**config.mk**
```make
export PLATFORM = sky130hd
export DESIGN_NAME = mmu_cell
export DESIGN_NICKNAME = d
export VERILOG_FILES = /design/src/hdl/mmu_pkg.sv /design/src/hdl/mmu_cell.sv
export SDC_FILE = /design/constraint.sdc
export NUM_CORES = 2
export LEC_CHECK = 0
export BUFFER_PORTS_ARGS = -buffer_cell sky130_fd_sc_hd__clkbuf_2
export CAP_MARGIN = 20
export CELL_PAD_IN_SITES_DETAIL_PLACEMENT = 0
export CELL_PAD_IN_SITES_GLOBAL_PLACEMENT = 1
export CORE_ASPECT_RATIO = 0.75
export CORE_MARGIN = 8
export CORE_UTILIZATION = 56
export DETAILED_ROUTE_END_ITERATION = 7
export PLACE_DENSITY = 0.92
export SLEW_MARGIN = 15
export SYNTH_ARGS = -nofsm -noshare
export SYNTH_HDL_FRONTEND = slang
export SYNTH_SLANG_ARGS = --single-unit
```
**constraint.sdc**
```tcl
create_clock -name i_clk -period 21.7 [get_ports i_clk]
set_input_delay 1.085 -clock i_clk [delete_from_list [all_inputs] [get_ports i_clk]]
set_output_delay 1.085 -clock i_clk [all_outputs]
set_load 0.01 [all_outputs]
```
**src/hdl/mmu_pkg.sv**
```systemverilog
// Shared types and constants of the matrix multiply unit.
package mmu_pkg;

    // Control that travels with a result token along the cell chain
    typedef struct packed {
        logic valid;
        logic last;
        logic err;
    } t_ctl;

    localparam int VAL_W = 32;
    localparam int IDX_W = 2;
    // product, row, column, last, dim_error, saturated
    localparam int RES_W = VAL_W + 2 * IDX_W + 3;

    localparam logic [VAL_W-1:0] SAT_POS = 32'h7FFF_FFFF;
    localparam logic [VAL_W-1:0] SAT_NEG = 32'h8000_0000;

    // Register indexes on the configuration port
    localparam logic [1:0] REG_ROWS_A = 2'd0;
    localparam logic [1:0] REG_COLS_A = 2'd1;
    localparam logic [1:0] REG_ROWS_B = 2'd2;
    localparam logic [1:0] REG_COLS_B = 2'd3;

endpackage

```
**src/hdl/mmu_cell.sv**
```systemverilog
// One multiply-accumulate cell: holds column k of A and row k of B.
module mmu_cell #(
    parameter int MAX_DIM = 4,
    parameter int IW      = 2,
    parameter int SW      = 67
) (
    input  logic                   i_clk,
    input  logic                   i_rst_n,
    input  logic                   i_wr_a,
    input  logic                   i_wr_b,
    input  logic [IW-1:0]          i_wr_addr,
    input  logic signed [31:0]     i_wr_data,
    input  logic                   i_active,
    input  mmu_pkg::t_ctl          i_ctl,
    input  logic [IW-1:0]          i_row,
    input  logic [IW-1:0]          i_col,
    input  logic signed [SW-1:0]   i_sum,
    output mmu_pkg::t_ctl          o_ctl,
    output logic [IW-1:0]          o_row,
    output logic [IW-1:0]          o_col,
    output logic signed [SW-1:0]   o_sum
);
    import mmu_pkg::*;

    logic signed [31:0]   r_a [MAX_DIM];
    logic signed [31:0]   r_b [MAX_DIM];
    t_ctl                 r_ctl1;
    logic [IW-1:0]        r_row1;
    logic [IW-1:0]        r_col1;
    logic signed [SW-1:0] r_sum1;
    logic signed [63:0]   r_prod;
    t_ctl                 r_ctl2;
    logic [IW-1:0]        r_row2;
    logic [IW-1:0]        r_col2;
    logic signed [SW-1:0] r_sum2;

    always_ff @(posedge i_clk) begin
        if (i_wr_a) begin
            r_a[i_wr_addr] <= i_wr_data;
        end
        if (i_wr_b) begin
            r_b[i_wr_addr] <= i_wr_data;
        end
    end

    always_ff @(posedge i_clk) begin
        if (!i_rst_n) begin
            r_ctl1 <= '0;
            r_ctl2 <= '0;
        end else begin
            r_ctl1 <= i_ctl;
            r_ctl2 <= r_ctl1;
        end
    end

    // Multiply in the first stage, add in the second
    always_ff @(posedge i_clk) begin
        r_row1 <= i_row;
        r_col1 <= i_col;
        r_sum1 <= i_sum;
        if (i_active) begin
            r_prod <= r_a[i_row] * r_b[i_col];
        end else begin
            r_prod <= '0;
        end
        r_row2 <= r_row1;
        r_col2 <= r_col1;
        r_sum2 <= r_sum1 + SW'(r_prod);
    end

    assign o_ctl = r_ctl2;
    assign o_row = r_row2;
    assign o_col = r_col2;
    assign o_sum = r_sum2;

endmodule

```
-- Yosys cells after proc, flatten, opt, wreduce, memory -nomap -nowiden
Memory sizes are Yosys's and may differ from the RTL's.
Cells that the tools add are included.
Widths: inputs -> output; s select.
- add/subtract/negate cells: 1
- multipliers: 1
- multiplexer cells: 4
- operator list (operator ; number):
    $add 67x64->67 ; 1
    $mul 32x32->64 ; 1
    $mux 1 ; 4
- register bits: 212
- memory bits (writable): 256
- output and inout bits: 74
- logic and storage cells: 21
- memories: 2
- memories (name ; words ; bits a word ; rd ports ; clocked after Yosys merged registers in ; wr ports ; RTL line ; source):
    r_a ; 4 ; 32 ; 1 ; 0 ; 1 ; mmu_cell.sv:25 ; logic signed [31:0] r_a [MAX_DIM];
    r_b ; 4 ; 32 ; 1 ; 0 ; 1 ; mmu_cell.sv:26 ; logic signed [31:0] r_b [MAX_DIM];

-- Longest topological paths before layout
- depth after elaboration: 2
- gate-level depth with buffers: 34
- depth with buffers taken out: 30

-- Worst setup path after synthesis
OpenSTA, ideal clock, no wires.
- path type: input-to-reg
- from: in i_col[0]
- to: reg r_prod[60]
- data arrival time: 9629 ps
- required time: 21586 ps
- slack: 11958 ps
- cell stages on the path: 31
- path buffers: 4
- cell sequence: buf_2 > buf_1 > clkbuf_1 > mux2i_1 > nand2_1 > o21ai_1 > clkbuf_1 > nor2_1 > ha_1 > fa_1 > fa_1 > fa_1 > inv_1 > fa_1 > inv_1 > fa_1 > inv_1 > fa_1 > inv_1 > fa_1 > ha_1 > a21oi_1 > o21bai_1 > a21oi_1 > nand2_1 > a211oi_2 > nor4b_2 > o31ai_2 > a21boi_2 > mux2i_1 > a21o_1
- longest elaborated chain between the ends: 2
- RTL lines (item ; RTL line ; source):
    start, declared ; mmu_cell.sv:16 ; input logic [IW-1:0] i_col,
    $mem_v2 4x32 ; - ;
    $mul 32x32->64 ; mmu_cell.sv:62 ; r_prod <= r_a[i_row] * r_b[i_col];
    end signal, assigned ; mmu_cell.sv:62 ;
    end, declared ; mmu_cell.sv:31 ; logic signed [63:0] r_prod;
No other way between the ends.
A chain may end at the register's enable or synchronous reset.

-- Worst setup path in the final report
- from: in i_col[0]
- to: reg r_prod[62]
The elaborated chain is that of the path after synthesis.

==> run metrics <==
Netlist cell types=89; skew final=0.0582 ns; R2R Path Start=r_a[1][31]$_DFFE_PP_; CP peak stage delay=0.97 ns; most frequent cells in the layout=fa_1 (1083), inv_1 (1007), nor2_1 (646), nand2_1 (602), edfxtp_1 (256); vias in the first global route=42.1k; H-Tree Level Count=2; most used cell, CP=fa_1; Vias=38.5k; Tot GR Track Use=0.294; Worst-Skew Late Latency=0.66 ns; sequential element share of the synthesized area=0.223; WL/cell=22.9 um; ys flop type=edfxtp_1; multi-input logic area=0.0370 mm2; Fin. Hold Viols=0; Final period util=0.479; CP Capture Type=flop; flop-to-flop setup slack=12.16 ns; Syn-to-layout area delta=7.36%; Total Routed Length=153000 um; largest net degree at the start of global routing=63; Final HPWL DP=116000 um; Max Fanout on Critical Path=41; cts repair resizes=0; number of flops mapped to enable cells by yosys=256; Net count, final=6830; port bufs=186; Die H=284 um; Slowest-stage cell, CP=fa_1; total core area=0.0950 mm2; worst r2r path cells=30; Post-Syn Nets=6746; hold path depth=0; # DRC=0; hold bufs inserted after CTS=0; Max clock buf depth=3; share of layout cells above drive strength 1=0.0891; Register Area=0.0119 mm2; total grt overflow=0; postcts setup bufs=0; final setup vio count=0; Final GP Congestion=0.968; Setup Crit Path Kind=in -> reg; Core Rows=98; antenna violations before repair=3; Synth async-reset ratio=0; Root Buffer=clkbuf_16; Hold EP=o_row[1]$_DFF_P_; Max Cap Viol=0; startpoint types=input port; status=finished clean; synthesis-stage register bit count=468; Slew HR=0.218; vias per std cell=5.77; die width=373 um; total clock sinks=468; hold_sp=r_row1[1]$_DFF_P_; global-route wire length before repair=240000 um; Clock transition at path regs=0.06 ns; min-delay worst type=reg -> reg; post-route antenna net violation count=0; number of buffers created by CTS=47; Critical R2R Capture=r_prod[62]$_SDFF_PN0_; fin. max-slew vios=0; Synth Cell Area=0.0536 mm2; Worst Path Required=22.21 ns; Mapped Cells=5300; Yosys warning count=0; f_max=96.2 MHz; Avg Synthesized Cell Area=10.1 um2; Tmin final=10.40 ns; I/O pins=187; setup tns final=0 ns; Initial Util=0.564; Worst-Margin Slew=1.17 ns; WP data arrival=10.91 ns; most common cell after layout, fill and taps aside=fa_1; TritonCTS clock tree=yes; Iter 0 DRT Violations=3382; fill cell count=7892; drt pass-1 iters=6; unrepaired setup endpoints after global routing=false; Die Footprint=0.106 mm2
-- worst max path at each step --
stage | start | to | slack, ns | depth (start not counted)
2_1_floorplan | i_col[0] | r_prod[60]$_SDFF_PN0_ | 11.96 | 31
5_1_grt | i_col[0] | r_prod[62]$_SDFF_PN0_ | 10.62 | 29
3_3_place_gp | i_col[0] | r_prod[62]$_SDFF_PN0_ | 10.84 | 29
6_report | i_col[0] | r_prod[62]$_SDFF_PN0_ | 11.30 | 29
3_5_place_dp | i_col[0] | r_prod[60]$_SDFF_PN0_ | 10.72 | 29
4_1_cts | i_col[0] | r_prod[60]$_SDFF_PN0_ | 11.35 | 29
-- logic make-up (layout without fill, tap and decap cells) --
group	count (synthesis)	in the layout	share of synthesized area
AND/OR/NAND/NOR	1472	1472	0.114
adder cells (fa/ha/maj)	1333	1333	0.463
buffers and inverters	1253	1374	0.0890
AO/OA/AOI/OAI	526	526	0.0645
flip-flops	468	468	0.223
XOR/XNOR	127	127	0.0208
multiplexers	121	121	0.0260
other	0	1	0
-- layer usage --
metal,GRT usage,vias to the layer above,share of wire
met2,0.480,2030,0.46
met4,0.138,2,0.060
met5,0,-,0.000092
met3,0.0745,573,0.11
li1,-,16500,-
met1,0.367,19400,0.37
-- sequential cells by signal, summed over array words and instances (netlist names) --
| name | cells |
|---|---|
| o_sum | 67 |
| o_col | 2 |
| r_sum1 | 67 |
| r_ctl1 | 3 |
| r_prod | 64 |
| o_ctl | 3 |
| r_b | 128 |
| r_a | 128 |
| r_col1 | 2 |
| o_row | 2 |
| r_row1 | 2 |
-- synthesized netlist by cell type, types with 55 or more instances --
| master | instances | share of area |
|---|---|---|
| fa_1 | 1083 | 0.40 |
| inv_1 | 1007 | 0.071 |
| nor2_1 | 648 | 0.045 |
| nand2_1 | 602 | 0.042 |
| edfxtp_1 | 256 | 0.14 |
| ha_1 | 250 | 0.058 |
| clkbuf_1 | 218 | 0.015 |
| dfxtp_1 | 212 | 0.079 |
| a21oi_1 | 123 | 0.011 |
| xnor2_1 | 90 | 0.015 |
| o21a_1 | 71 | 0.010 |
| o21ai_0 | 71 | 0.0066 |
| o21ai_1 | 58 | 0.0054 |
| mux2i_1 | 57 | 0.011 |
| a21o_1 | 55 | 0.0077 |
| mux2_2 | 55 | 0.012 |
-- area by class of cell --
type,count,area share
Clock buffer,58,0.0221
Tap cell,1250,0.0272
Sequential cell,468,0.208
Timing Repair Buffer,279,0.0286
Inverter,1009,0.0659
Antenna cell,1,0.0000435
Multi-Input combinational cell,3579,0.643
Clock inverter,28,0.00568
-- metrics by stage --
step / cells / instance area, um2 / utilization / hold WS, ns / worst slack [ns]
final: 6672 / 57500 / 0.605 / 0.328 / 11.30
after global routing: 6671 / 57500 / 0.605 / 0.344 / 10.62
after CTS: 6670 / 57500 / 0.605 / 0.330 / 11.35
after detailed placement: 6584 / 55900 / 0.588 / 0.315 / 10.72
after global placement: 6583 / 55900 / 0.588 / 0.311 / 10.84
after floorplan: 5300 / 53600 / - / 0.310 / 11.96
-- worst max-delay path, delay by kind of cell --
kind                       cells  cell delay (ns)
xor gates and xnor gates       1             0.17
AOI/OAI and AO/OA              7             1.46
and+or+nand+nor                4             0.41
adders and majority gates      9             5.06
buffers and inverters          7             2.21
muxes                          1             0.42
Power is not shown: default switching activity piles up to over one toggle a cycle in this logic, so the estimate is an artifact.
