==> src/hdl/mmu_pkg.sv <==
// Shared types and constants of the matrix multiply unit.
package mmu_pkg;

    // Control that travels with a result token along the cell chain
    typedef struct packed {
        logic valid;
        logic last;
        logic err;
    } t_ctl;

    localparam int VAL_W = 32;
    localparam int IDX_W = 2;
    // product, row, column, last, dim_error, saturated
    localparam int RES_W = VAL_W + 2 * IDX_W + 3;

    localparam logic [VAL_W-1:0] SAT_POS = 32'h7FFF_FFFF;
    localparam logic [VAL_W-1:0] SAT_NEG = 32'h8000_0000;

    // Register indexes on the configuration port
    localparam logic [1:0] REG_ROWS_A = 2'd0;
    localparam logic [1:0] REG_COLS_A = 2'd1;
    localparam logic [1:0] REG_ROWS_B = 2'd2;
    localparam logic [1:0] REG_COLS_B = 2'd3;

endpackage

==> src/hdl/mmu_out_fifo.sv <==
// Result queue in front of the output channel.
module mmu_out_fifo #(
    parameter int DEPTH = 16
) (
    input  logic                       i_clk,
    input  logic                       i_rst_n,
    input  logic                       i_push,
    input  logic [mmu_pkg::RES_W-1:0]  i_data,
    input  logic                       i_pop,
    output logic [mmu_pkg::RES_W-1:0]  o_data,
    output logic                       o_empty,
    output logic                       o_full
);
    import mmu_pkg::*;

    localparam int AW = (DEPTH > 1) ? $clog2(DEPTH) : 1;
    localparam int CW = $clog2(DEPTH + 1);

    logic [RES_W-1:0] r_mem [DEPTH];
    logic [AW-1:0]    r_wp;
    logic [AW-1:0]    r_rp;
    logic [CW-1:0]    r_cnt;

    always_ff @(posedge i_clk) begin
        if (i_push) begin
            r_mem[r_wp] <= i_data;
        end
    end

    always_ff @(posedge i_clk) begin
        if (!i_rst_n) begin
            r_wp  <= '0;
            r_rp  <= '0;
            r_cnt <= '0;
        end else begin
            if (i_push) begin
                r_wp <= (r_wp == AW'(DEPTH - 1)) ? '0 : r_wp + AW'(1);
            end
            if (i_pop) begin
                r_rp <= (r_rp == AW'(DEPTH - 1)) ? '0 : r_rp + AW'(1);
            end
            if (i_push && !i_pop) begin
                r_cnt <= r_cnt + CW'(1);
            end else if (!i_push && i_pop) begin
                r_cnt <= r_cnt - CW'(1);
            end
        end
    end

    assign o_data  = r_mem[r_rp];
    assign o_empty = (r_cnt == '0);
    assign o_full  = (r_cnt == CW'(DEPTH));

endmodule

==> config.mk <==
export PLATFORM = sky130hd
export DESIGN_NAME = mmu_out_fifo
export DESIGN_NICKNAME = d
export VERILOG_FILES = /design/src/hdl/mmu_pkg.sv /design/src/hdl/mmu_out_fifo.sv
export SDC_FILE = /design/constraint.sdc
export NUM_CORES = 1
export LEC_CHECK = 0
export BUFFER_PORTS_ARGS = -buffer_cell sky130_fd_sc_hd__buf_2
export CAP_MARGIN = 15
export CORE_ASPECT_RATIO = 0.6
export CORE_MARGIN = 2
export CORE_UTILIZATION = 60
export DETAILED_ROUTE_END_ITERATION = 7
export GPL_ROUTABILITY_DRIVEN = 0
export GPL_TIMING_DRIVEN = 0
export HOLD_SLACK_MARGIN = 0.02
export PLACE_DENSITY_LB_ADDON = 0.05
export SETUP_SLACK_MARGIN = 0.1
export SLEW_MARGIN = 0
export SYNTH_ARGS = -nofsm -noshare
export SYNTH_HDL_FRONTEND = slang
export SYNTH_SLANG_ARGS = --single-unit
==> constraint.sdc <==
create_clock -name i_clk -period 6.6 [get_ports i_clk]
set_input_delay 1.65 -clock i_clk [delete_from_list [all_inputs] [get_ports i_clk]]
set_output_delay 1.65 -clock i_clk [all_outputs]
set_load 0.02 [all_outputs]
* After elaboration in Yosys (flattened, before gate mapping)
Memories as Yosys holds them, arrays and structs flattened. A register that Yosys moved wholly into a read port is not among the register bits.
Cells that the tools add are included.
** Operators by class
- $add $sub $neg :: 4
- Equality and inequality tests :: 3
- Multiplexer cells :: 8
- Reduce and logical (&&, ||, !) cells :: 6
** Operators with widths (count)
- 2-to-1 mux 4 bit :: 4
- 2-to-1 mux 5 bit :: 2
- adder 4 x 1 -> 4 bit (second input constant) :: 2
- == test 4 bit (second input constant) :: 2
- adder 5 x 1 -> 5 bit (second input constant) :: 1
- == test 5 bit (second input constant) :: 1
- logical NOT 5 bit :: 1
- subtractor 5 x 1 -> 5 bit (second input constant) :: 1
- logical AND 1 bit :: 2
- logical NOT 1 bit :: 2
- 2-to-1 mux 1 bit :: 2
- nonzero test 2 bit :: 1
** Word-level totals
- Register bits :: 13
- RAM bits :: 624
- Bits of input ports :: 43
- Output and inout port bits :: 41
- Word-level logic and storage cells :: 25
- Memories kept :: 1
** Memory list
- r_mem :: words 16, width 39, rd ports 1, clocked after Yosys merged registers in 1, write ports 1, line mmu_out_fifo.sv:19 : logic [RES_W-1:0] r_mem [DEPTH];

* Longest topological paths before layout
- Depth after elaboration :: 4
- Gate-level depth with buffers :: 8
- Mapped depth without buffers :: 8

* Worst setup path after synthesis
OpenSTA, ideal clock, no wires.
- Path type :: input to register
- Start point :: input port i_push
- End point :: memory r_mem[0][0] (netlist bit) (enable)
- Setup time :: 0.400 ns
- Arrival time :: 3.145 ns
- Required time :: 6.200 ns
- Slack :: 3.055 ns
- Stages on the path :: 3
- Buffers on the path :: 1
- Path through :: clkbuf_1 > nor3b_1 > and2_1
** On the way
- Word-level cells in the longest chain between the ends :: 2
** RTL lines
- start: declaration :: line mmu_out_fifo.sv:7 : input logic i_push,
- 2-to-1 mux 1 bit :: line mmu_out_fifo.sv:25 : if (i_push) begin
- 2-to-1 mux 1 bit (not written as such) :: line mmu_out_fifo.sv:26 : r_mem[r_wp] <= i_data;
- end: declaration :: line mmu_out_fifo.sv:19
No other way between the ends.

==> flow_metrics.py <==
metrics = {
    "yosys": {
        "yosysWarnings": 0,
        "async_reset_ff_share_pct": 0,
        "synthCells": 1060,
        "synth_edf_count": 624,
        "syn-num-nets": 1113,
        "ys_seq_elements": 641,
        "seq_area_frac_synth_pct": 78.7,
        "avgSynthCellArea_sq_um": 22.9,
        "netlist_area_sq_um": 24300,
        "synth_ff_type": "edfxtp_1",
        "synth.distinct_cells": 33,
    },
    "critical_path": {
        "regToRegStartpoint": "r_wp[1]$_SDFFE_PN0P_",
        "slowest_stage": "clkbuf_1",
        "cp.required_ns": 4.95,
        "r2r_cells": 3,
        "critPathLaunchType": "flip-flop",
        "cp_common_cell": "clkbuf_1",
        "worstSetupPathType": "reg2out",
        "cp-end-kind": "output pin",
        "crit_path_max_fanout": 10,
        "crit_family": "buffers and inverters",
        "rrSetupSlack_ns": 4.50,
        "cp_slowest_stage_delay_ns": 0.67,
        "cp_cell_sequence": "nor2b_1 > clkbuf_1 > clkbuf_1 > a22oi_1 > nand2_1 > buf_2",
        "cp_num_buf_inv": 3,
        "r2r-end": "r_mem[3][32]$_DFFE_PP_",
        "cp.arrival_ns": 3.00,
    },
    "clock_network": {
        "cts.sinks": 641,
        "clockBufferDepth": 3,
        "cts_buffers": 54,
        "cts_tree": "yes",
        "cts_htree_levels": 2,
        "post_cts_resized": 0,
        "cts_hold_buf": 0,
        "clkTransAtPathRegs_ns": 0.07,
        "clock_latency_ns": 0.59,
        "root_buffer": "clkbuf_16",
        "post_cts_buffers": 0,
    },
    "min_path": {
        "worstHoldPathCells": 2,
        "hp-start": "r_cnt[4]$_SDFFE_PN0P_",
        "holdPathEnd": "r_cnt[4]$_SDFFE_PN0P_",
        "worstHoldPathType": "reg2reg",
    },
    "global_routing": {
        "grt_use_met2_pct": 35.5,
        "grt_first_pass_wirelength_um": 76500,
        "grt_busiest_layer": "met1",
        "grt_max_degree": 40,
        "grt_pass1_vias": 11200,
        "met3_usage_pct": 5.13,
        "grtUsageTotal_pct": 25.4,
        "grt_use_met1_pct": 42.5,
        "antenna_found_initial": 1,
        "grt_overflow_total": 0,
    },
    "routing": {
        "drt_iter0_drc": 1642,
        "wl_per_cell_um": 29.6,
        "ant_nets": 0,
        "firstDrtPassIters": 5,
        "num_vias": 11500,
        "vias_per_cell": 6.53,
        "drt-total-wl_um": 52100,
        "route.detailed.drc": 0,
    },
    "timing": {
        "finalSetupViolations": 0,
        "hold_slack_ns": 0.483,
        "fin_skew_ns": 0.0216,
        "timing.slew.headroom_pct": 34.0,
        "hold_viol_final": 0,
        "finalSetupTns_ns": 0,
        "period_needed_ns": 4.65,
        "worstMarginPinSlew_ns": 0.990,
        "fmax_mhz": 215,
        "final_max_slew_viol_count": 0,
        "min_period_over_period_pct": 70.5,
        "rsz0062_at_grt": "false",
    },
    "place": {
        "io_buffers": 83,
        "postPlaceCellArea_sq_um": 25600,
        "dp_hpwl_um": 30900,
    },
    "floorplanning": {
        "die_area_sq_um": 42100,
        "core_region_area_sq_um": 39400,
        "placementRows": 56,
        "initial_core_util_pct": 61.5,
        "ios": 84,
        "fp.dieH_um": 160,
        "die_x_um": 264,
    },
    "final_layout": {
        "final_common_cell": "edfxtp_1",
        "nNetsFinal": 1264,
        "insertedDiodeCount": 0,
        "layout-drive-gt1-share_pct": 28.6,
        "fin_area_sq_um": 27200,
        "final_cell_mix": "624 x edfxtp_1, 156 x mux4_2, 86 x buf_2",
        "utilization_pct": 69.0,
        "areaGrowthSynthToFinish_pct": 12.2,
    },
    "power_and_ir_drop": {
        "vdd_drop_max_uv": 284,
        "p_leak_nw": 8.64,
        "power_density_nw_per_um2": 297,
    },
    "status": {
        "status": "finished clean",
    },
    "flow_run": {
        "drv_cap": 0,
    },
}
## power breakdown
part           total [mW]  leakage (nW)  internal (mW)  switching (mW)
Combinational       0.534          2.07          0.218           0.316
Clock                3.02         0.795           1.66            1.36
Sequential           4.53          5.78           4.51          0.0175
Total                8.08          8.64           6.39            1.70
## cells in the mapped netlist, drive strengths merged, types with 5 or more instances
library cell	number	area (sq um)
nand3	6	30.0
nor2b	5	31.3
clkbuf	28	105
and2	24	150
dfxtp	17	340
buf	26	195
mux4	156	3510
inv	5	18.8
o21ai	5	25.0
ha	9	113
edfxtp	624	18700
nor2	5	18.8
a22oi	78	586
nand2	46	173
## cells by family (layout without fill, tap and decap cells)
| kind of cell | Yosys count | count (layout) | synth area share (%) |
|---|---|---|---|
| buffers and inverters | 59 | 241 | 1.32 |
| xor gates and xnor gates | 4 | 4 | 0.144 |
| muxes | 161 | 161 | 14.7 |
| DFF | 641 | 641 | 78.7 |
| AOI/OAI and AO/OA | 92 | 92 | 2.74 |
| and+or+nand+nor | 93 | 93 | 1.89 |
| adders and majority gates | 10 | 10 | 0.547 |
## layout make-up
| type | instances | area, sq um |
|---|---|---|
| Sequential cell | 641 | 19100 |
| Fill cell | 2432 | 12200 |
| Clock inverter | 17 | 170 |
| Tap cell | 522 | 653 |
| Inverter | 5 | 18.8 |
| Timing Repair Buffer | 95 | 663 |
| Clock buffer | 70 | 1450 |
| Multi-Input combinational cell | 360 | 4880 |
| Buffer | 54 | 300 |
## layer usage
layer  part of all wire, %  up-vias
li1                      -     4792
met1                    45     6073
met2                    44      589
met3                    10       60
met4                   1.3        2
met5                 0.031        -
## worst max path at each step
stage | start | end | slack (ns) | cells past startpoint
6_report | flip-flop | o_data[37] | 1.95 | 6
5_1_grt | flip-flop | o_data[35] | 1.73 | 6
4_1_cts | flip-flop | o_data[35] | 1.96 | 6
3_5_place_dp | flip-flop | o_data[35] | 2.59 | 6
3_3_place_gp | i_push | r_mem[7][30]$_DFFE_PP_ | 1.60 | 5
2_1_floorplan | i_push | r_mem[0][0]$_DFFE_PP_ | 3.05 | 3
## metrics by stage
stage | instances | power, mW | worst slack, ns
finish | 1764 | 8.08 | 1.95
global route | 1764 | 8.34 | 1.73
CTS | 1764 | 8.13 | 1.96
detailed placement | 1677 | 5.16 | 2.59
global placement | 1665 | 5.14 | 1.60
floorplan | 1060 | 4.95 | 3.05
## registers in the layout, indices dropped and copies added (netlist names), named ones only
name   count
r_cnt      5
r_rp       4
r_wp       4
r_mem    624
## worst min-delay path, delay by kind of cell, from the launching register on
kind / cells / cell delay (ns)
multiplexers: 1 / 0.06
flip-flops: 1 / 0.32
AND/OR/NAND/NOR: 1 / 0.06
Power figures use the tool's default switching activity.
